$ cat src/rtl/afrf_pkg.sv
// ---------------------------------------------------------------------------
// afrf_pkg: shared types and constants of the audio frame ring fifo
// Operation codes, controller states and the result flag group.
// ---------------------------------------------------------------------------
`default_nettype none

package afrf_pkg;

    localparam int SAMPLE_W = 16;
    localparam int LEVEL_W  = 12;
    localparam int CHAN_W   = 2;
    localparam int FUNC_W   = 2;

    localparam logic [CHAN_W-1:0] CHAN_MONO  = 2'd1;
    localparam logic [CHAN_W-1:0] CHAN_RESET = 2'd2;

    typedef logic signed [SAMPLE_W-1:0] sample_t;

    typedef enum logic [FUNC_W-1:0] {
        FUNC_PUSH   = 2'd0,
        FUNC_POP    = 2'd1,
        FUNC_FINISH = 2'd2,
        FUNC_CLEAR  = 2'd3
    } func_t;

    typedef enum logic {
        ST_IDLE = 1'b0,
        ST_EMIT = 1'b1
    } state_t;

    typedef struct packed {
        logic stream_ended;
        logic write_dropped;
        logic frame_valid;
    } res_flags_t;

endpackage

`default_nettype wire

$ cat src/rtl/afrf_ctrl.sv
// ---------------------------------------------------------------------------
// afrf_ctrl: pointer and handshake control
// Keeps the ring pointers, finished mark and channel count, drives the
// sample store and holds the result in the output register.
// ---------------------------------------------------------------------------
`default_nettype none

module afrf_ctrl #(
    parameter int DEPTH = 4096
) (
    input  wire logic                              clk,
    input  wire logic                              rst_n,
    // config channel
    input  wire logic                              cfg_valid,
    output logic                                   cfg_ready,
    input  wire logic [afrf_pkg::CHAN_W-1:0]       cfg_data,
    // input transaction
    input  wire logic                              in_valid,
    output logic                                   in_ready,
    input  wire afrf_pkg::func_t                   in_func,
    input  wire afrf_pkg::sample_t                 in_sample,
    // sample store
    output logic                                   mem_we,
    output logic [$clog2(DEPTH)-1:0]               mem_waddr,
    output afrf_pkg::sample_t                      mem_wdata,
    output logic                                   mem_re,
    output logic [$clog2(DEPTH)-1:0]               mem_raddr0,
    output logic [$clog2(DEPTH)-1:0]               mem_raddr1,
    input  wire afrf_pkg::sample_t                 mem_rdata0,
    input  wire afrf_pkg::sample_t                 mem_rdata1,
    // result transaction
    output logic                                   out_valid,
    input  wire logic                              out_ready,
    output afrf_pkg::sample_t                      out_left,
    output afrf_pkg::sample_t                      out_right,
    output afrf_pkg::res_flags_t                   out_flags,
    output logic [afrf_pkg::LEVEL_W-1:0]           out_fill,
    output logic [afrf_pkg::LEVEL_W-1:0]           out_free
);
    import afrf_pkg::*;

    localparam int PW = $clog2(DEPTH);

    state_t             state_reg, state_next;
    logic [PW-1:0]      wp_reg, wp_next;
    logic [PW-1:0]      rp_reg, rp_next;
    logic               fin_reg, fin_next;
    logic [CHAN_W-1:0]  chan_reg;

    res_flags_t         pend_flags_reg, pend_flags_next;
    logic               pend_stereo_reg;
    logic [LEVEL_W-1:0] pend_fill_reg, pend_fill_next;
    logic [LEVEL_W-1:0] pend_free_reg, pend_free_next;

    logic               out_valid_reg;
    sample_t            out_left_reg;
    sample_t            out_right_reg;
    res_flags_t         out_flags_reg;
    logic [LEVEL_W-1:0] out_fill_reg;
    logic [LEVEL_W-1:0] out_free_reg;

    logic               accept;
    logic               emit;
    logic               mono;
    logic [PW-1:0]      fill_now;
    logic [PW-1:0]      fill_after;
    logic               full;
    logic               frame_ready;
    logic               ended;

    assign cfg_ready = 1'b1;
    assign in_ready  = (state_reg == ST_IDLE);
    assign accept    = in_valid && in_ready;
    assign emit      = (state_reg == ST_EMIT) && (!out_valid_reg || out_ready);

    assign mono      = (chan_reg == CHAN_MONO);
    assign fill_now  = wp_reg - rp_reg;
    // ring holds at most DEPTH-1 samples
    assign full      = &fill_now;
    assign frame_ready = mono ? (fill_now != '0) : (fill_now[PW-1:1] != '0);

    always_comb
    begin
        wp_next         = wp_reg;
        rp_next         = rp_reg;
        fin_next        = fin_reg;
        pend_flags_next = '0;
        mem_we          = 1'b0;
        mem_waddr       = wp_reg;
        mem_wdata       = in_sample;
        mem_re          = accept;
        mem_raddr0      = rp_reg;
        mem_raddr1      = rp_reg + PW'(1);
        if (accept)
        begin
            unique case (in_func)
                FUNC_PUSH:
                begin
                    if (full)
                    begin
                        pend_flags_next.write_dropped = 1'b1;
                    end
                    else
                    begin
                        mem_we  = 1'b1;
                        wp_next = wp_reg + PW'(1);
                    end
                end
                FUNC_POP:
                begin
                    if (frame_ready)
                    begin
                        pend_flags_next.frame_valid = 1'b1;
                        rp_next = mono ? rp_reg + PW'(1) : rp_reg + PW'(2);
                    end
                end
                FUNC_FINISH:
                begin
                    fin_next = 1'b1;
                end
                FUNC_CLEAR:
                begin
                    wp_next  = '0;
                    rp_next  = '0;
                    fin_next = 1'b0;
                end
                default:
                begin
                    wp_next = wp_reg;
                end
            endcase
        end
        fill_after = wp_next - rp_next;
        ended = fin_next && (mono ? (fill_after == '0) : (fill_after[PW-1:1] == '0));
        pend_flags_next.stream_ended = ended;
        pend_fill_next = LEVEL_W'(fill_after);
        pend_free_next = LEVEL_W'(~fill_after);
    end

    always_comb
    begin
        state_next = state_reg;
        unique case (state_reg)
            ST_IDLE:
            begin
                if (accept)
                begin
                    state_next = ST_EMIT;
                end
            end
            ST_EMIT:
            begin
                if (emit)
                begin
                    state_next = ST_IDLE;
                end
            end
            default:
            begin
                state_next = ST_IDLE;
            end
        endcase
    end

    always_ff @(posedge clk or negedge rst_n)
    begin
        if (!rst_n)
        begin
            state_reg     <= ST_IDLE;
            wp_reg        <= '0;
            rp_reg        <= '0;
            fin_reg       <= 1'b0;
            chan_reg      <= CHAN_RESET;
            out_valid_reg <= 1'b0;
        end
        else
        begin
            state_reg <= state_next;
            wp_reg    <= wp_next;
            rp_reg    <= rp_next;
            fin_reg   <= fin_next;
            if (cfg_valid && cfg_ready)
            begin
                chan_reg <= cfg_data;
            end
            if (emit)
            begin
                out_valid_reg <= 1'b1;
            end
            else if (out_ready)
            begin
                out_valid_reg <= 1'b0;
            end
        end
    end

    // result bookkeeping, no reset needed
    always_ff @(posedge clk)
    begin
        if (accept)
        begin
            pend_flags_reg  <= pend_flags_next;
            pend_stereo_reg <= !mono;
            pend_fill_reg   <= pend_fill_next;
            pend_free_reg   <= pend_free_next;
        end
        if (emit)
        begin
            out_left_reg  <= pend_flags_reg.frame_valid ? mem_rdata0 : '0;
            out_right_reg <= (pend_flags_reg.frame_valid && pend_stereo_reg) ?
                             mem_rdata1 : '0;
            out_flags_reg <= pend_flags_reg;
            out_fill_reg  <= pend_fill_reg;
            out_free_reg  <= pend_free_reg;
        end
    end

    assign out_valid = out_valid_reg;
    assign out_left  = out_left_reg;
    assign out_right = out_right_reg;
    assign out_flags = out_flags_reg;
    assign out_fill  = out_fill_reg;
    assign out_free  = out_free_reg;

endmodule

`default_nettype wire

$ cat config.mk
export PLATFORM = sky130hd
export DESIGN_NAME = afrf_ctrl
export DESIGN_NICKNAME = d
export VERILOG_FILES = /design/src/rtl/afrf_pkg.sv /design/src/rtl/afrf_ctrl.sv
export SDC_FILE = /design/constraint.sdc
export NUM_CORES = 1
export LEC_CHECK = 0
export ABC_CLOCK_PERIOD_IN_PS = 11200
export BUFFER_PORTS_ARGS = -buffer_cell sky130_fd_sc_hd__buf_2
export CAP_MARGIN = 15
export CORE_UTILIZATION = 57
export CTS_CLUSTER_SIZE = 20
export DETAILED_ROUTE_END_ITERATION = 7
export PLACE_DENSITY_LB_ADDON = 0.15
export SLEW_MARGIN = 0
export SYNTH_ARGS = -nofsm -noshare
export SYNTH_HDL_FRONTEND = slang
export SYNTH_SLANG_ARGS = --single-unit
$ cat constraint.sdc
create_clock -name clk -period 11.2 [get_ports clk]
set_clock_uncertainty 0.15 [all_clocks]
set_input_delay 0 -clock clk [delete_from_list [all_inputs] [get_ports clk]]
set_output_delay 0 -clock clk [all_outputs]
set_load 0.01 [all_outputs]
==> reports/qor.txt, run 1 <==
CTS tree -> done
Hold Slack -> 0.0909 ns
All-layer global routing usage -> 0.291
Die Area -> 11400 um^2
Rel. slew slack -> 0.284
Vias in the first global route -> 4922
CTS Buf Count -> 17
Drt total wl -> 16200 um
Clock tree buffer depth -> 2
Synth cell types -> 72
Status -> completed
# rows -> 37
Core box area -> 10500 um^2
Detailed-route DRC error count -> 0
Yosys reg bits -> 116
Syn nets -> 636
Root Driver -> clkbuf_8
# nets final -> 818
Diodes inserted -> 0
Sw Ratio -> 0.333
Vias per cell -> 5.85
Power per Cell Area -> 199 nW/um^2
Max Freq -> 153 MHz
Post-route design area -> 8060 um^2
Via count -> 5144
Critical path type -> reg2reg
Ys Warns -> 0
Required time worst endpoint -> 11.39 ns
Post-route ant nets -> 0
I/O Buffers -> 139
Sequential power share -> 0.382
Clk pwr share -> 0.308
Fraction of registers with async set/reset -> 0.250
Overall Power -> 1.60 mW
Placed inst area -> 6910 um^2
Initial antenna violation count -> 0
# Post-CTS Setup Buffers -> 0
Worst skew pair latency -> 0.51 ns
Syn Area/Cell -> 11.4 um^2
RSZ-0062 raised after global routing -> no
Crit path arrival time -> 6.71 ns
Max-capacitance violation count -> 0
Post-Syn Instances -> 549
Sinks on Clock Net -> 116
Initial Util -> 0.597
Iter 0 DRT Violations -> 414
IO Count -> 173
Area Growth Syn to Fin -> 29.1%
Clock transition at path regs -> 0.06 ns
Worst Hold Class -> in2reg
Peak supply drop -> 0.112 mV
Final Critical Period -> 6.52 ns
Internal power -> 1.07 mW
Seq/Total Area, Yosys -> 0.535
Slowest CP cell -> or4_1
Post_cts resized -> 0
Worst Path Max Fanout -> 10
CP max stage delay -> 0.74 ns
Type of origin of the critical path -> flop
Final setup violation count -> 0
GP Congestion -> 0.932
Post-synth EDFFs -> 87
Wire per inst -> 18.4 um
Setup TNS -> 0 ns
Die W -> 107 um
DRT Pass-1 Iters -> 5
Final WS setup -> 4.68 ns
Worst-Margin Slew -> 1.07 ns
CTS HTree Levels -> 4
Worst path cell trace -> inv_1 > ha_1 > nor2b_1 > o2111ai_1 > a21oi_2 > a221oi_1 > nand3b_1 > or4_1 > o21ai_0 > a22o_1 > ha_1 > nor2b_1 > o31a_1 > o31a_1 > o31ai_1 > a21oi_1 > nor4b_1 > nor4_4 > xnor2_2 > inv_2 > nor4_2
Share of layout cells above drive strength 1 -> 0.263
Pin count of the biggest net entering global routing -> 55
Crit. End Element -> flop
Synth Cell Area -> 6250 um^2
Comb pwr share -> 0.310
Tcrit/Tclk final -> 0.582
Most used DFF post-synth -> edfxtp_1
Total net switching power -> 0.534 mW
Leak -> 3.56 nW
Max Transition Viols Final -> 0
# fillers -> 668
Total congestion overflow -> 0
DP Worst Slack -> 4.74 ns
Final hold vios -> 0
Post-DP HPWL -> 11000 um
Die height -> 107 um
First-pass GRT wire length -> 24800 um
CTS Hold Buffers Added -> 59
==> kinds of logic (layout without fill, tap and decap cells) <==
kind of cell    count (synthesis)  in the layout  share of synthesized area
mux                             5              5                    0.00881
xor+xnor                       29             29                     0.0419
fa+ha+maj                      30             30                     0.0625
flops                         116            116                      0.535
buf+inv                        82            277                     0.0615
compound gates                106            106                      0.125
other cells                     1              1                   0.000600
simple gates                  180            180                      0.165
==> area by class of cell <==
type                    count  area, um^2  area share
flip-flops and latches    116        3340       0.414
multi-input cells         351        2520       0.313
repair buffers            200        1310       0.163
clock buffers              18         418      0.0518
well taps                 136         170      0.0211
inverters                  45         169      0.0209
clock inverters            14         131      0.0163
==> routing by layer <==
metal | track usage | wire length (um) | share of wire
met1 | 0.368 | 6630 | 0.41
met2 | 0.481 | 7830 | 0.48
met3 | 0.0565 | 1210 | 0.075
met4 | 0.143 | 491 | 0.030
met5 | 0 | 0 | 0
==> cells in the mapped netlist, types with 3 or more instances <==
| cell type | number | area, um^2 |
|---|---|---|
| mux2_2 | 4 | 45.0 |
| a22o_1 | 5 | 43.8 |
| xnor2_1 | 13 | 114 |
| or4_1 | 5 | 37.5 |
| a31oi_1 | 8 | 50.1 |
| and4_1 | 3 | 26.3 |
| ha_1 | 28 | 350 |
| dfrtp_1 | 28 | 701 |
| o211ai_1 | 5 | 37.5 |
| o31a_1 | 6 | 52.6 |
| a211oi_1 | 3 | 22.5 |
| a21o_1 | 3 | 22.5 |
| a21oi_2 | 3 | 26.3 |
| o21a_1 | 5 | 37.5 |
| edfxtp_1 | 87 | 2610 |
| a221oi_1 | 3 | 26.3 |
| nand2_1 | 27 | 101 |
| nand3_1 | 13 | 65.1 |
| and2_1 | 24 | 150 |
| nand4_1 | 12 | 75.1 |
| and3_1 | 23 | 144 |
| buf_4 | 18 | 135 |
| nor3_1 | 12 | 60.1 |
| nor2_1 | 29 | 109 |
| inv_1 | 43 | 161 |
| nor2b_1 | 6 | 37.5 |
| nand2b_1 | 4 | 25.0 |
| a22oi_1 | 6 | 45.0 |
| or3_1 | 3 | 18.8 |
| o31ai_1 | 5 | 37.5 |
| clkbuf_1 | 17 | 63.8 |
| nor4_1 | 7 | 43.8 |
| o21ai_0 | 23 | 115 |
| a21oi_1 | 12 | 60.1 |
| xor2_1 | 15 | 131 |
==> path summary, 6_finish.rpt <==
kind	to	from	cells after the start	slack (ns)
min in group asynchronous	chan_reg[1]	rst_n	3	0.40
hold / removal	mem_waddr[11]	in_func[1]	5	0.09
setup / recovery	pend_flags_reg[2]	mem_raddr0[1]	21	4.68
max in group asynchronous	state_reg	rst_n	4	10.31
setup reg to reg	pend_flags_reg[2]	mem_raddr0[1]	21	4.68
hold reg to reg	out_free[11]	pend_free_reg[11]	0	0.27
==> layout by cell type, fill, tap and decap left out, types with 15 or more instances in the layout <==
cell and n:
nor2_1 29, dlygate4sd3_1 58, buf_2 139, inv_1 43, and2_1 23, xor2_1 15, clkbuf_16 16, ha_1 28
and3_1 23, edfxtp_1 87, nand2_1 27, o21ai_0 22, dfrtp_1 28
==> worst max-delay path, delay by kind of cell, from the launching register on <==
family | cells | cell delay [ns]
buffers and inverters | 2 | 0.17
and+or+nand+nor | 7 | 2.02
xor gates and xnor gates | 1 | 0.19
adders and majority gates | 2 | 0.53
DFF | 1 | 0.54
AOI/OAI and AO/OA | 9 | 2.74
==> metrics by stage <==
stage | std cells | util
after floorplan | 549 | -
after global placement | 789 | 0.661
after detailed placement | 789 | 0.661
after CTS | 880 | 0.771
after global routing | 880 | 0.771
final | 880 | 0.771
==> power groups by stage <==
| stage | Combinational (mW) | Clock (mW) | Sequential, mW |
|---|---|---|---|
| 2_1_floorplan | 0.322 | 0 | 0.626 |
| 4_1_cts | 0.487 | 0.501 | 0.611 |
| 5_1_grt | 0.544 | 0.521 | 0.618 |
| 3_3_place_gp | 0.453 | 0 | 0.615 |
| 6_report | 0.496 | 0.494 | 0.612 |
| 3_5_place_dp | 0.463 | 0 | 0.619 |
Power figures use the tool's default switching activity.
==> inputs of run 2 (changes only) <==
ABC_CLOCK_PERIOD_IN_PS = 6200   (was 11200)
CORE_UTILIZATION = 53   (was 57)
clock period = 6.2 ns   (was 11.2 ns; I/O delays follow)
==> reports/qor.txt, run 2 (same netlist as run 1, synthesis figures left out) <==
Status -> completed
Worst Hold Class -> in2async
Share of layout cells above drive strength 1 -> 0.286 (+0.0221)
Final Critical Period -> 5.99 ns (-0.532 ns)
Placed inst area -> 7070 um^2 (+2.3%)
Hold Slack -> 0.0184 ns (-0.0725 ns)
# Post-CTS Setup Buffers -> 0 (unchanged)
Post-route ant nets -> 0 (unchanged)
Wire per inst -> 17.7 um (-3.5%)
Vias per cell -> 5.71 (-2.3%)
First-pass GRT wire length -> 25500 um (+2.8%)
Worst skew pair latency -> 0.42 ns (-0.09 ns)
DRT Pass-1 Iters -> 5 (unchanged)
Peak supply drop -> 0.284 mV (+150%)
Max Transition Viols Final -> 0 (unchanged)
Final setup violation count -> 0 (unchanged)
Initial antenna violation count -> 0 (unchanged)
Iter 0 DRT Violations -> 456 (+10%)
Setup TNS -> 0 ns (unchanged)
Worst-Margin Slew -> 0.812 ns (-0.254 ns)
CTS tree -> done
Area Growth Syn to Fin -> 32.6%
Crit path arrival time -> 6.09 ns (-0.62 ns)
R2r setup slk -> 0.21 ns (-4.47 ns)
Critical path type -> reg2reg
Diodes inserted -> 0 (unchanged)
Pin count of the biggest net entering global routing -> 43 (-22%)
Max-capacitance violation count -> 0 (unchanged)
Core box area -> 11500 um^2 (+9.6%)
Detailed-route DRC error count -> 0 (unchanged)
Initial Util -> 0.545 (-0.0523)
# nets final -> 836 (+2.2%)
Die Area -> 12200 um^2 (+7.4%)
GP Congestion -> 0.972 (+4.2%)
IO Count -> 173 (unchanged)
Clock transition at path regs -> 0.05 ns (about the same)
Root Driver -> clkbuf_16
# rows -> 39 (+5.4%)
Leak -> 3.67 nW (+3.2%)
Tcrit/Tclk final -> 0.966 (+0.384)
Die W -> 111 um (+3.6%)
Drt total wl -> 16000 um (-0.94%)
CTS HTree Levels -> 4 (unchanged)
Type of origin of the critical path -> flop
Sinks on Clock Net -> 116 (unchanged)
Most common cell after layout, fill and taps aside -> buf_2
End of the worst register-to-register path -> pend_flags_reg[2]
Rel. slew slack -> 0.457 (+0.172)
Post-route design area -> 8280 um^2 (+2.7%)
Most frequent cells in the layout -> buf_2 (139), edfxtp_1 (87), dlygate4sd3_1 (57)
Vias in the first global route -> 4976 (+1.1%)
Power per Cell Area -> 366 nW/um^2 (+84%)
Max Freq -> 167 MHz (+8.9%)
I/O Buffers -> 139 (unchanged)
Worst Path Max Fanout -> 7 (-3)
Via count -> 5155 (+0.21%)
Clock tree buffer depth -> 2 (unchanged)
Crit. End Element -> flop
Final hold vios -> 0 (unchanged)
Die height -> 111 um (+3.6%)
Total congestion overflow -> 0 (unchanged)
Required time worst endpoint -> 6.30 ns (-5.09 ns)
Worst r2r path cells -> 21 (unchanged)
Post-DP HPWL -> 11100 um (+1.0%)
CTS Buf Count -> 17 (unchanged)
RSZ-0062 raised after global routing -> no
All-layer global routing usage -> 0.271 (-0.0208)
[run 2: power by group]
| group | total [mW] | internal, mW | leakage (nW) | switching [mW] |
|---|---|---|---|---|
| Sequential | 1.08 | 1.03 | 1.21 | 0.0475 |
| Combinational | 0.958 | 0.391 | 2.17 | 0.567 |
| Clock | 0.992 | 0.664 | 0.287 | 0.328 |
[run 2: how the worst max path moves through the flow]
stage                   from           endpoint  slack (ns)  cells after the start
3_5_place_dp            flop  pend_flags_reg[2]        0.03                     23
4_1_cts         mem_waddr[0]  pend_flags_reg[2]      0.0008                     22
6_report                flop  pend_flags_reg[2]        0.21                     21
2_1_floorplan   mem_waddr[0]  pend_flags_reg[2]        0.38                     23
5_1_grt        mem_raddr0[1]  pend_flags_reg[2]        0.01                     22
3_3_place_gp    mem_waddr[0]  pend_flags_reg[2]        0.30                     22
[run 2: metrics by stage]
| step | cells | setup slack (ns) | total power [mW] | utilization |
|---|---|---|---|---|
| after floorplan | 549 | 0.375 | 1.71 | - |
| after global placement | 816 | 0.299 | 1.96 | 0.617 |
| after detailed placement | 816 | 0.0285 | 1.98 | 0.617 |
| after CTS | 903 | 0.000829 | 3.01 | 0.718 |
| after global routing | 903 | 0.0110 | 3.18 | 0.722 |
| final | 903 | 0.210 | 3.03 | 0.722 |
[run 2: timing repair]
item                                    CTS  global route
resized for setup                         0            10
endpoints found under the setup margin    0             3
hold buffers                             57             0
endpoints found under the hold margin    82             0
[run 2: per-layer routing]
| layer | share of wire | global-route usage | up-vias | wire length, um |
|---|---|---|---|---|
| met2 | 0.48 | 0.449 | 292 | 7740 |
| met1 | 0.42 | 0.341 | 2414 | 6770 |
| met3 | 0.071 | 0.0642 | 35 | 1130 |
| met5 | 0 | 0 | - | 0 |
| met4 | 0.023 | 0.108 | 0 | 372 |
| li1 | - | - | 2414 | - |
[run 2: critical path, stage by stage, from the launching register on]
cell,delay [ns]
dfrtp_1,0.46
ha_1,0.34
nor2b_1,0.16
o2111ai_1,0.36
a21oi_2,0.15
a221oi_1,0.50
nand3b_1,0.19
or4_1,0.60
nand3_1,0.18
xor2_1,0.17
nor2_1,0.08
ha_1,0.38
o21a_1,0.20
o31a_1,0.13
o31a_1,0.31
o31ai_4,0.37
a21oi_4,0.15
a31o_2,0.29
nor4_4,0.25
xnor2_2,0.16
inv_2,0.06
nor4_2,0.19
[run 2: cell type report]
type	instances	area, um^2
Tap cell	143	179
Inverter	45	169
Timing Repair Buffer	218	1430
Fill cell	783	3190
Sequential cell	116	3340
Clock inverter	10	159
Clock buffer	20	437
Multi-Input combinational cell	351	2560
==> inputs of run 3 (changes only) <==
BUFFER_PORTS_ARGS = default   (was -buffer_cell sky130_fd_sc_hd__buf_2)
CORE_UTILIZATION = 60   (was 53)
DONT_BUFFER_PORTS = 1   (was default)
==> reports/qor.txt, run 3 (same netlist as run 1, synthesis figures left out) <==
Status -> completed
Crit path arrival time -> 6.06 ns (-0.03 ns)
Worst path cell trace -> inv_1 > ha_1 > fa_1 > nor2b_4 > o2111ai_4 > and3_4 > a2111oi_4 > nand3_1 > or4_1 > nand3_1 > xor2_1 > nor2_1 > ha_1 > o21a_1 > o31a_1 > o31a_1 > o31ai_2 > a21oi_1 > buf_4 > a31o_2 > nor4_4 > xnor2_2 > inv_2 > nor4_2
Hold path depth -> 6
Detailed-route DRC error count -> 0 (unchanged)
Area Growth Syn to Fin -> 23.1%
All-layer global routing usage -> 0.305 (+0.0350)
Post-DP HPWL -> 11000 um (-1.6%)
# fillers -> 623 (-20%)
First-pass GRT wire length -> 25100 um (-1.6%)
Worst Min Path Start -> in_func[1]
Non-Filler Instances -> 771 (-15%)
Die height -> 104 um (-5.9%)
Root Driver -> clkbuf_8
# nets final -> 712 (-15%)
Max Freq -> 170 MHz (+1.9%)
Worst skew pair latency -> 0.51 ns (+0.09 ns)
Slowest CP cell -> or4_1
Drt total wl -> 16200 um (+1.2%)
Die Area -> 10800 um^2 (-11%)
Initial Util -> 0.630 (+0.0856)
Max-capacitance violation count -> 0 (unchanged)
Vias in the first global route -> 4715 (-5.2%)
Via count -> 4838 (-6.1%)
Worst Hold Class -> in2reg
Max Transition Viols Final -> 0 (unchanged)
Die W -> 104 um (-5.9%)
R2r setup slk -> 0.32 ns (+0.11 ns)
I/O Buffers -> 0 (-100%)
Worst r2r path cells -> 24 (+14%)
Leak -> 3.14 nW (-14%)
IO Count -> 173 (unchanged)
Most common cell after layout, fill and taps aside -> edfxtp_1
Power per Cell Area -> 387 nW/um^2 (+5.6%)
Worst Path Max Fanout -> 7 (unchanged)
DRT Pass-1 Iters -> 5 (unchanged)
Wire per inst -> 21.0 um (+18%)
Required time worst endpoint -> 6.38 ns (+0.08 ns)
Clock tree buffer depth -> 2 (unchanged)
Iter 0 DRT Violations -> 455 (-0.22%)
Most frequent cells in the layout -> edfxtp_1 (87), dlygate4sd3_1 (59), inv_1 (43)
Share of layout cells above drive strength 1 -> 0.152 (-0.133)
Rel. slew slack -> 0.464 (+0.00710)
GP Congestion -> 0.946 (-2.7%)
Initial antenna violation count -> 0 (unchanged)
Total congestion overflow -> 0 (unchanged)
DP Worst Slack -> 0.0997 ns (+0.0711 ns)
Placed Instances -> 676 (-17%)
WHS Endpoint -> pend_flags_reg[2]
CP delay by family, top -> simple AND/OR/NAND/NOR gates
Diodes inserted -> 0 (unchanged)
Final WS setup -> 0.322 ns (+0.112 ns)
Post-route ant nets -> 0 (unchanged)
CTS Buf Count -> 17 (unchanged)
Final setup violation count -> 0 (unchanged)
Sinks on Clock Net -> 116 (unchanged)
Worst reg2reg startpoint -> mem_waddr[0]
Worst-Margin Slew -> 0.802 ns (-0.0106 ns)
Core box area -> 9910 um^2 (-14%)
# rows -> 36 (-7.7%)
End of the worst register-to-register path -> pend_flags_reg[2]
Tcrit/Tclk final -> 0.948 (-0.0181)
CTS HTree Levels -> 4 (unchanged)
Overall Power -> 2.97 mW (-1.9%)
RSZ-0062 raised after global routing -> no
Final Critical Period -> 5.88 ns (-0.112 ns)
Crit. End Element -> flop
Final hold vios -> 0 (unchanged)
CTS tree -> done
Pin count of the biggest net entering global routing -> 48 (+12%)
Final cell utilization of the core -> 0.776 (+0.0540)
Type of origin of the critical path -> flop
CP max stage delay -> 0.54 ns (-0.06 ns)
Vias per cell -> 6.27 (+9.9%)
Peak supply drop -> 0.202 mV (-29%)
Setup TNS -> 0 ns (unchanged)
Clock transition at path regs -> 0.06 ns (about the same)
Buf/Inv on CP -> 3 (+2)
Critical path type -> reg2reg
run 3: cell types whose count changed in the layout (fill, tap and decap cells not counted), sizes merged:
cell / before / now
inv: 44 / 49
clkbuf: 20 / 17
dlygate4sd3: 57 / 59
buf: 161 / 35
clkinvlp: 1 / 3
bufinv: 4 / 2
run 3: through the flow:
step | instance area [um^2] | hold slack [ns]
4_1_cts | 7650 | 0.000793
6_report | 7690 | 0.0379
3_3_place_gp | 6430 | -0.445
2_1_floorplan | 6250 | -0.446
3_5_place_dp | 6430 | -0.445
5_1_grt | 7690 | 0.0446
run 3: layout make-up:
cell class              instances  area, um^2  share of cell area
clock inverters                15         171              0.0223
well taps                     133         166              0.0216
clock buffers                  17         414              0.0539
multi-input cells             351        2550               0.332
flip-flops and latches        116        3340               0.434
inverters                      45         169              0.0220
repair buffers                 94         878               0.114
run 3: worst max-delay path by stage:
| stage | start | cells after the start | slack (ns) | end |
|---|---|---|---|---|
| global placement | mem_waddr[0] | 25 | 0.24 | pend_flags_reg[2] |
| floorplan | mem_waddr[0] | 23 | 0.38 | pend_flags_reg[2] |
| global route | mem_waddr[0] | 26 | 0.002 | pend_flags_reg[2] |
| finish | mem_waddr[0] | 24 | 0.32 | pend_flags_reg[2] |
| CTS | mem_waddr[0] | 24 | 0.02 | pend_flags_reg[2] |
| detailed placement | mem_waddr[0] | 25 | 0.1 | pend_flags_reg[2] |
run 3: repair_timing:
| action | in CTS | in global routing |
|---|---|---|
| endpoints found under the setup margin | 1 | 6 |
| endpoints found under the hold margin | 102 | 0 |
| pin swaps | 0 | 2 |
| gates resized for setup | 1 | 7 |
| buffers inserted | 0 | 2 |
| hold buffers | 61 | 0 |
run 3: power by group:
| part | internal [mW] | leakage, nW | switching, mW |
|---|---|---|---|
| logic | 0.345 | 1.65 | 0.538 |
| clock network | 0.582 | 0.279 | 0.389 |
| registers | 1.04 | 1.21 | 0.0820 |
run 3: layer usage:
layer	wire [um]	GRT usage	share of wire	vias to the layer above
met2	7680	0.492	0.47	317
met5	0	0	0	-
li1	-	-	-	2165
met4	516	0.138	0.032	0
met1	6420	0.388	0.40	2306
met3	1580	0.0815	0.097	50
run 3: worst reg2reg max path: stages, from the launching register on:
cell and delay, ns:
dfrtp_2 0.42, inv_1 0.11, ha_1 0.25, fa_1 0.45, nor2b_4 0.17, o2111ai_4 0.15, and3_4 0.20, a2111oi_4 0.26
nand3_1 0.13, or4_1 0.54, nand3_1 0.16, xor2_1 0.16, nor2_1 0.08, ha_1 0.37, o21a_1 0.18, o31a_1 0.13
o31a_1 0.29, o31ai_2 0.27, a21oi_1 0.11, buf_4 0.18, a31o_2 0.26, nor4_4 0.26, xnor2_2 0.16, inv_2 0.06
nor4_2 0.22
